$ cat config.mk
export PLATFORM = sky130hd
export DESIGN_NAME = yuyv_to_rgba_chroma_key
export DESIGN_NICKNAME = d
export VERILOG_FILES = /design/src/design/yrck_pkg.sv /design/src/design/yrck_cfg.sv /design/src/design/yrck_pixel.sv /design/src/design/yuyv_to_rgba_chroma_key.sv
export SDC_FILE = /design/constraint.sdc
export NUM_CORES = 1
export LEC_CHECK = 0
export BUFFER_PORTS_ARGS = -buffer_cell sky130_fd_sc_hd__buf_2
export CAP_MARGIN = 10
export CORE_MARGIN = 4
export CORE_UTILIZATION = 55
export DETAILED_ROUTE_END_ITERATION = 7
export GPL_TIMING_DRIVEN = 0
export PLACE_DENSITY = 0.73
export SYNTH_ARGS = -nofsm -noshare
export SYNTH_HDL_FRONTEND = slang
export SYNTH_HIERARCHICAL = 1
export SYNTH_SLANG_ARGS = --single-unit
$ cat constraint.sdc
create_clock -name clk -period 13.6 [get_ports clk]
set_clock_uncertainty 0.05 [all_clocks]
set_input_delay 0 -clock clk [delete_from_list [all_inputs] [get_ports clk]]
set_output_delay 0 -clock clk [all_outputs]
set_load 0.01 [all_outputs]
$ cat src/design/yrck_pkg.sv
// Package for the YUYV to RGBA converter with chroma key.
// Holds payload and configuration types, register indexes and coefficients.
// No dependencies.
package yrck_pkg;

  // Configuration port widths
  localparam int unsigned CFG_IDX_W  = 3;
  localparam int unsigned CFG_DATA_W = 8;

  // Register indexes
  localparam logic [CFG_IDX_W-1:0] REG_KEY_ENABLE    = 3'd0;
  localparam logic [CFG_IDX_W-1:0] REG_KEY_RED       = 3'd1;
  localparam logic [CFG_IDX_W-1:0] REG_KEY_GREEN     = 3'd2;
  localparam logic [CFG_IDX_W-1:0] REG_KEY_BLUE      = 3'd3;
  localparam logic [CFG_IDX_W-1:0] REG_KEY_TOLERANCE = 3'd4;

  // Register reset values
  localparam logic       RST_KEY_ENABLE    = 1'b1;
  localparam logic [7:0] RST_KEY_RED       = 8'd0;
  localparam logic [7:0] RST_KEY_GREEN     = 8'd70;
  localparam logic [7:0] RST_KEY_BLUE      = 8'd70;
  localparam logic [7:0] RST_KEY_TOLERANCE = 8'd30;

  // BT.601 integer coefficients, 8 fractional bits
  localparam int unsigned ACC_W = 20;
  localparam logic signed [ACC_W-1:0] COEF_Y     = 20'sd298;
  localparam logic signed [ACC_W-1:0] COEF_RV    = 20'sd409;
  localparam logic signed [ACC_W-1:0] COEF_GU    = 20'sd100;
  localparam logic signed [ACC_W-1:0] COEF_GV    = 20'sd208;
  localparam logic signed [ACC_W-1:0] COEF_BU    = 20'sd516;
  localparam logic signed [ACC_W-1:0] ROUND_HALF = 20'sd128;
  localparam logic signed [ACC_W-1:0] CHROMA_OFS = 20'sd128;

  localparam logic [7:0] ALPHA_OPAQUE = 8'hFF;

  // Input macropixel
  typedef struct packed {
    logic [7:0] luma_first;
    logic [7:0] chroma_blue;
    logic [7:0] luma_second;
    logic [7:0] chroma_red;
  } in_item_t;

  // Two RGBA pixels
  typedef struct packed {
    logic [7:0] red_first;
    logic [7:0] green_first;
    logic [7:0] blue_first;
    logic [7:0] alpha_first;
    logic [7:0] red_second;
    logic [7:0] green_second;
    logic [7:0] blue_second;
    logic [7:0] alpha_second;
  } out_item_t;

  // One converted pixel
  typedef struct packed {
    logic [7:0] red;
    logic [7:0] green;
    logic [7:0] blue;
    logic [7:0] alpha;
  } pixel_t;

  // Key settings
  typedef struct packed {
    logic       enable;
    logic [7:0] red;
    logic [7:0] green;
    logic [7:0] blue;
    logic [7:0] tolerance;
  } key_cfg_t;

endpackage

$ cat src/design/yrck_cfg.sv
// Key configuration registers, written through the cfg channel.
// Depends on yrck_pkg.
module yrck_cfg
  import yrck_pkg::*;
(
  input  logic                  clk,
  input  logic                  rst_n,
  input  logic                  cfg_valid,
  output logic                  cfg_ready,
  input  logic [CFG_IDX_W-1:0]  cfg_index,
  input  logic [CFG_DATA_W-1:0] cfg_data,
  output key_cfg_t              key_cfg
);

  key_cfg_t key_cfg_r;
  key_cfg_t key_cfg_nxt;

  // Always able to take a write
  assign cfg_ready = 1'b1;

  // Decode write; unknown indexes are dropped
  always_comb begin
    key_cfg_nxt = key_cfg_r;
    if (cfg_valid) begin
      unique case (cfg_index)
        REG_KEY_ENABLE:    key_cfg_nxt.enable    = cfg_data[0];
        REG_KEY_RED:       key_cfg_nxt.red       = cfg_data;
        REG_KEY_GREEN:     key_cfg_nxt.green     = cfg_data;
        REG_KEY_BLUE:      key_cfg_nxt.blue      = cfg_data;
        REG_KEY_TOLERANCE: key_cfg_nxt.tolerance = cfg_data;
        default:           key_cfg_nxt = key_cfg_r;
      endcase
    end
  end

  always_ff @(posedge clk) begin
    if (!rst_n) begin
      key_cfg_r.enable    <= RST_KEY_ENABLE;
      key_cfg_r.red       <= RST_KEY_RED;
      key_cfg_r.green     <= RST_KEY_GREEN;
      key_cfg_r.blue      <= RST_KEY_BLUE;
      key_cfg_r.tolerance <= RST_KEY_TOLERANCE;
    end else begin
      key_cfg_r <= key_cfg_nxt;
    end
  end

  assign key_cfg = key_cfg_r;

endmodule

$ cat src/design/yrck_pixel.sv
// Combinational conversion of one luma sample plus shared chroma to RGBA,
// with clamping and chroma key. Depends on yrck_pkg.
module yrck_pixel
  import yrck_pkg::*;
(
  input  logic [7:0] luma,
  input  logic [7:0] chroma_b,
  input  logic [7:0] chroma_r,
  input  key_cfg_t   key_cfg,
  output pixel_t     pixel
);

  logic signed [ACC_W-1:0] y_s;
  logic signed [ACC_W-1:0] u_s;
  logic signed [ACC_W-1:0] v_s;
  logic signed [ACC_W-1:0] r_acc;
  logic signed [ACC_W-1:0] g_acc;
  logic signed [ACC_W-1:0] b_acc;
  logic [7:0]              r_cl;
  logic [7:0]              g_cl;
  logic [7:0]              b_cl;
  logic                    keyed;

  // Floor of acc/256, clamped to 0..255
  function automatic logic [7:0] clamp8(input logic signed [ACC_W-1:0] acc);
    logic [7:0] res;
    if (acc[ACC_W-1]) begin
      res = 8'd0;
    end else if (|acc[ACC_W-2:16]) begin
      res = 8'hFF;
    end else begin
      res = acc[15:8];
    end
    return res;
  endfunction

  // |a - b| <= tol
  function automatic logic near8(input logic [7:0] a, input logic [7:0] b,
                                 input logic [7:0] tol);
    logic [7:0] gap;
    gap = (a > b) ? (a - b) : (b - a);
    return gap <= tol;
  endfunction

  // Remove chroma offset
  assign y_s = $signed({{(ACC_W-8){1'b0}}, luma});
  assign u_s = $signed({{(ACC_W-8){1'b0}}, chroma_b}) - CHROMA_OFS;
  assign v_s = $signed({{(ACC_W-8){1'b0}}, chroma_r}) - CHROMA_OFS;

  // Matrix with rounding
  assign r_acc = y_s * COEF_Y + v_s * COEF_RV + ROUND_HALF;
  assign g_acc = y_s * COEF_Y - u_s * COEF_GU - v_s * COEF_GV + ROUND_HALF;
  assign b_acc = y_s * COEF_Y + u_s * COEF_BU + ROUND_HALF;

  assign r_cl = clamp8(r_acc);
  assign g_cl = clamp8(g_acc);
  assign b_cl = clamp8(b_acc);

  // Key match on clamped channels
  assign keyed = key_cfg.enable
              && near8(r_cl, key_cfg.red,   key_cfg.tolerance)
              && near8(g_cl, key_cfg.green, key_cfg.tolerance)
              && near8(b_cl, key_cfg.blue,  key_cfg.tolerance);

  always_comb begin
    if (keyed) begin
      pixel = '0;
    end else begin
      pixel.red   = r_cl;
      pixel.green = g_cl;
      pixel.blue  = b_cl;
      pixel.alpha = ALPHA_OPAQUE;
    end
  end

endmodule

$ cat src/design/yuyv_to_rgba_chroma_key.sv
// YUYV macropixel to two RGBA pixels with chroma key, top level.
// Each macropixel is held in the input register, then in the result
// register, from which it is transferred on the result channel.
// Throughput: one macropixel per cycle, limited only by out_stall.
// Synchronous active-low reset empties both stages and loads the key
// registers with their defaults. Depends on yrck_pkg.
module yuyv_to_rgba_chroma_key
  import yrck_pkg::*;
(
  input  logic                  clk,
  input  logic                  rst_n,
  // Input channel
  input  logic                  in_valid,
  output logic                  in_stall,
  input  in_item_t              in_data,
  // Result channel
  output logic                  out_valid,
  input  logic                  out_stall,
  output out_item_t             out_data,
  // Configuration
  input  logic                  cfg_valid,
  output logic                  cfg_ready,
  input  logic [CFG_IDX_W-1:0]  cfg_index,
  input  logic [CFG_DATA_W-1:0] cfg_data
);

  key_cfg_t  key_cfg;
  logic      in_valid_r;
  logic      in_valid_nxt;
  in_item_t  in_data_r;
  logic      out_valid_r;
  logic      out_valid_nxt;
  out_item_t out_data_r;
  pixel_t    pix_first;
  pixel_t    pix_second;
  logic      out_free;
  logic      in_take;

  yrck_cfg u_cfg (
    .clk       (clk),
    .rst_n     (rst_n),
    .cfg_valid (cfg_valid),
    .cfg_ready (cfg_ready),
    .cfg_index (cfg_index),
    .cfg_data  (cfg_data),
    .key_cfg   (key_cfg)
  );

  // Pipeline control: each stage moves when the one after it can take it
  assign out_free = !out_valid_r || !out_stall;
  assign in_stall = in_valid_r && !out_free;
  assign in_take  = in_valid && !in_stall;

  assign in_valid_nxt  = in_take || (in_valid_r && !out_free);
  assign out_valid_nxt = out_free ? in_valid_r : out_valid_r;

  always_ff @(posedge clk) begin
    if (!rst_n) begin
      in_valid_r  <= 1'b0;
      out_valid_r <= 1'b0;
    end else begin
      in_valid_r  <= in_valid_nxt;
      out_valid_r <= out_valid_nxt;
    end
  end

  // Input register
  always_ff @(posedge clk) begin
    if (in_take) begin
      in_data_r <= in_data;
    end
  end

  // Conversion of both pixels
  yrck_pixel u_pix_first (
    .luma     (in_data_r.luma_first),
    .chroma_b (in_data_r.chroma_blue),
    .chroma_r (in_data_r.chroma_red),
    .key_cfg  (key_cfg),
    .pixel    (pix_first)
  );

  yrck_pixel u_pix_second (
    .luma     (in_data_r.luma_second),
    .chroma_b (in_data_r.chroma_blue),
    .chroma_r (in_data_r.chroma_red),
    .key_cfg  (key_cfg),
    .pixel    (pix_second)
  );

  // Result register
  always_ff @(posedge clk) begin
    if (out_free && in_valid_r) begin
      out_data_r.red_first    <= pix_first.red;
      out_data_r.green_first  <= pix_first.green;
      out_data_r.blue_first   <= pix_first.blue;
      out_data_r.alpha_first  <= pix_first.alpha;
      out_data_r.red_second   <= pix_second.red;
      out_data_r.green_second <= pix_second.green;
      out_data_r.blue_second  <= pix_second.blue;
      out_data_r.alpha_second <= pix_second.alpha;
    end
  end

  assign out_valid = out_valid_r;
  assign out_data  = out_data_r;

endmodule
==> results.tsv <==
metric	value	unit
status	completed	
Post-synth top cells	574 x ha_1, 456 x inv_1, 152 x a21oi_1	
end of the critical path	out_data[63]$_DFFE_PP_	
# IOs	115	
Synth Net Count	3306	
Setup TNS	0	ns
worst reg2reg path endpoint	out_data[63]$_DFFE_PP_	
post-DR wirelength/cell	17.74	um
Die Wd	214.1	um
RD Place Congestion	0.9376	
Initial DRT Pass Iterations	5	
Top Family by Delay on Critical Path	compound AO/OA/AOI/OAI gates	
wl on met1	26200	um
CP max stage delay	0.67	ns
initial antenna violation count	0	
top-area cell type share of the netlist area	30.75	%
Layout area overhead	10.47	%
synthesized flop and latch total	131	
n_diodes	0	
# Max-Cap Violations	0	
filler instances	3531	
CTS tree	yes	
footprint of the multi-input gates	17780	sq um
Final Setup Violations	0	
Detail Route met2 WL	27010	um
row count	75	
FF-to-FF setup slack	1.32	ns
Initial DRC Count	1083	
synth unique cells	100	
gr ovfl total	0	
type of the most critical hold path	in -> reg	
CP startpoint	in_data_r[25]$_DFFE_PP_	
synth top area cells	ha_1 31%, edfxtp_1 12%, fa_1 11%	
CTS root buffer	clkbuf_16	
CP Depth	44	
storage element area	3583	sq um
vias in the first global route	18290	
register area share after synthesis	15.34	%
max layer used	met4	
Starting Density	55.69	%
async set or reset register ratio after synthesis	0	%
CTS resizes	0	
Final Cycle Share	90.31	%
unrepaired setup endpoints after global routing	false	
die height	214.1	um
Crit Path Category	reg -> reg	
syn_area_per_cell	9.160	sq um
clock period minus worst slack	12.28	ns
most common cell in the netlist	ha_1	
Core Area	41950	sq um
Post-Synthesis Cells	2550	
transition time of the tightest slew-check pin	1.131	ns
Max Root-Sink Buffers	2	
ANT nets after route	0	
cts bufs inserted	17	
EDFF count, synth	96	
PortBufs	113	
Layout Utilization	61.52	%
CP Buf/Inv Count	7	
FF-to-FF path depth	44	
all-layer global routing usage	25.67	%
vias per cell	5.572	
Worst Path Arrival	12.44	ns
CP dominant cell by count	ha_1	
final hold vios	0	
final slew viol count	0	
Sink Count	131	
slew margin rel.	24.58	%
share of layout cells above drive strength 1	8.955	%
clock latency on the worst-skew pair	0.48	ns
first-pass GRT wire length	94650	um
post-DP HPWL	48660	um
CTS clk-pin slew, worst paths	0.07	ns
Worst setup SP type	register	
Setup crit end kind	register	
largest net degree at the start of global routing	33	
Crit Path Max Fanout	11	
Achievable Freq	0.08142	GHz
met3 WL	3093	um
Top FF cell, synth	edfxtp_1	
Synth warnings	6	
slowest CP cell	o21ai_0	
Via Count	18310	
Total Wirelength	58290	um
R2R Path Start	in_data_r[25]$_DFFE_PP_	
# H-tree levels	4	
Final nets	3490	
DR DRC count	0	
Worst Path Required	13.76	ns
area of the mapped netlist	23360	sq um
post-synth top area cell	ha_1	
Die Area	45830	sq um
-- registers in the layout, summed over array words and instances, names as in the netlist --
register	count
in_valid_r	1
u_cfg/key_cfg	33
out_valid	1
out_data	64
in_data_r	32
-- cell usage in the layout, fill, tap and decap left out, types with 21 or more instances in the layout --
cell           count
ha_1             574
nand4_1           22
buf_2            125
nand2_1          107
o21bai_1          30
o21ai_0           75
fa_1             134
inv_1            456
o21a_1            41
nor2_1           135
dlygate4sd3_1     49
nor3_1            30
nor2b_1           51
xnor2_1           88
a21oi_1          152
dfxtp_1           35
mux2i_1           71
a21o_1            71
clkbuf_16         21
edfxtp_1          96
xor2_1            38
nand3_1           29
-- final cells by class --
type	instances	share of cell area (%)
multi-input combinational	1915	68.91
sequential	131	13.89
inverter	456	6.633
timing repair buffer	165	4.325
tap	539	2.614
clock buffer	26	2.187
buffer	48	1.169
clock inverter	6	0.2764
-- per-stage QoR --
step / hold slack [ns] / cell area (sq um) / instances / setup WS (ns)
global route: 0.1592 / 25800 / 3286 / 0.2888
detailed placement: 0.1281 / 24680 / 3205 / 1.278
global placement: 0.1273 / 24600 / 3202 / 1.594
floorplan: 0.04887 / 23360 / 2550 / 3.368
CTS: 0.1229 / 25800 / 3286 / 1.238
finish: 0.1686 / 25800 / 3286 / 1.318
-- cell families (layout without fill, tap and decap cells) --
logic type,after synthesis,in the layout,synth area share (%)
fa+ha+maj,708,708,42.23
buf+inv,504,701,8.619
compound gates,502,502,14.56
simple gates,490,490,10.63
flops,131,131,15.34
xor+xnor,127,127,4.794
mux,87,87,3.814
other cells,1,1,0.01605
-- worst min path at each step --
| stage | from | end | cells past startpoint |
|---|---|---|---|
| 4_1_cts | in_data[12] | in_data_r[12]$_DFFE_PP_ | 2 |
| 2_1_floorplan | in_data[0] | in_data_r[0]$_DFFE_PP_ | 0 |
| 3_3_place_gp | in_data[10] | in_data_r[10]$_DFFE_PP_ | 1 |
| 5_1_grt | in_data[30] | in_data_r[30]$_DFFE_PP_ | 2 |
| 3_5_place_dp | in_data[1] | in_data_r[1]$_DFFE_PP_ | 1 |
| 6_report | in_data[12] | in_data_r[12]$_DFFE_PP_ | 2 |
-- metal layers --
layer	GRT usage, %	vias to the layer above
met3	4.719	88
met2	42.39	430
met4	9.315	0
met1	33.89	8683
li1	-	9109
met5	0	-
-- repair_timing --
action,4_1_cts,5_1_grt
endpoints found under the setup margin,0,0
setup buffers,0,0
hold buffers,49,0
endpoints found under the hold margin,75,0
Power is not shown: default switching activity piles up to over one toggle a cycle in this logic, so the estimate is an artifact.
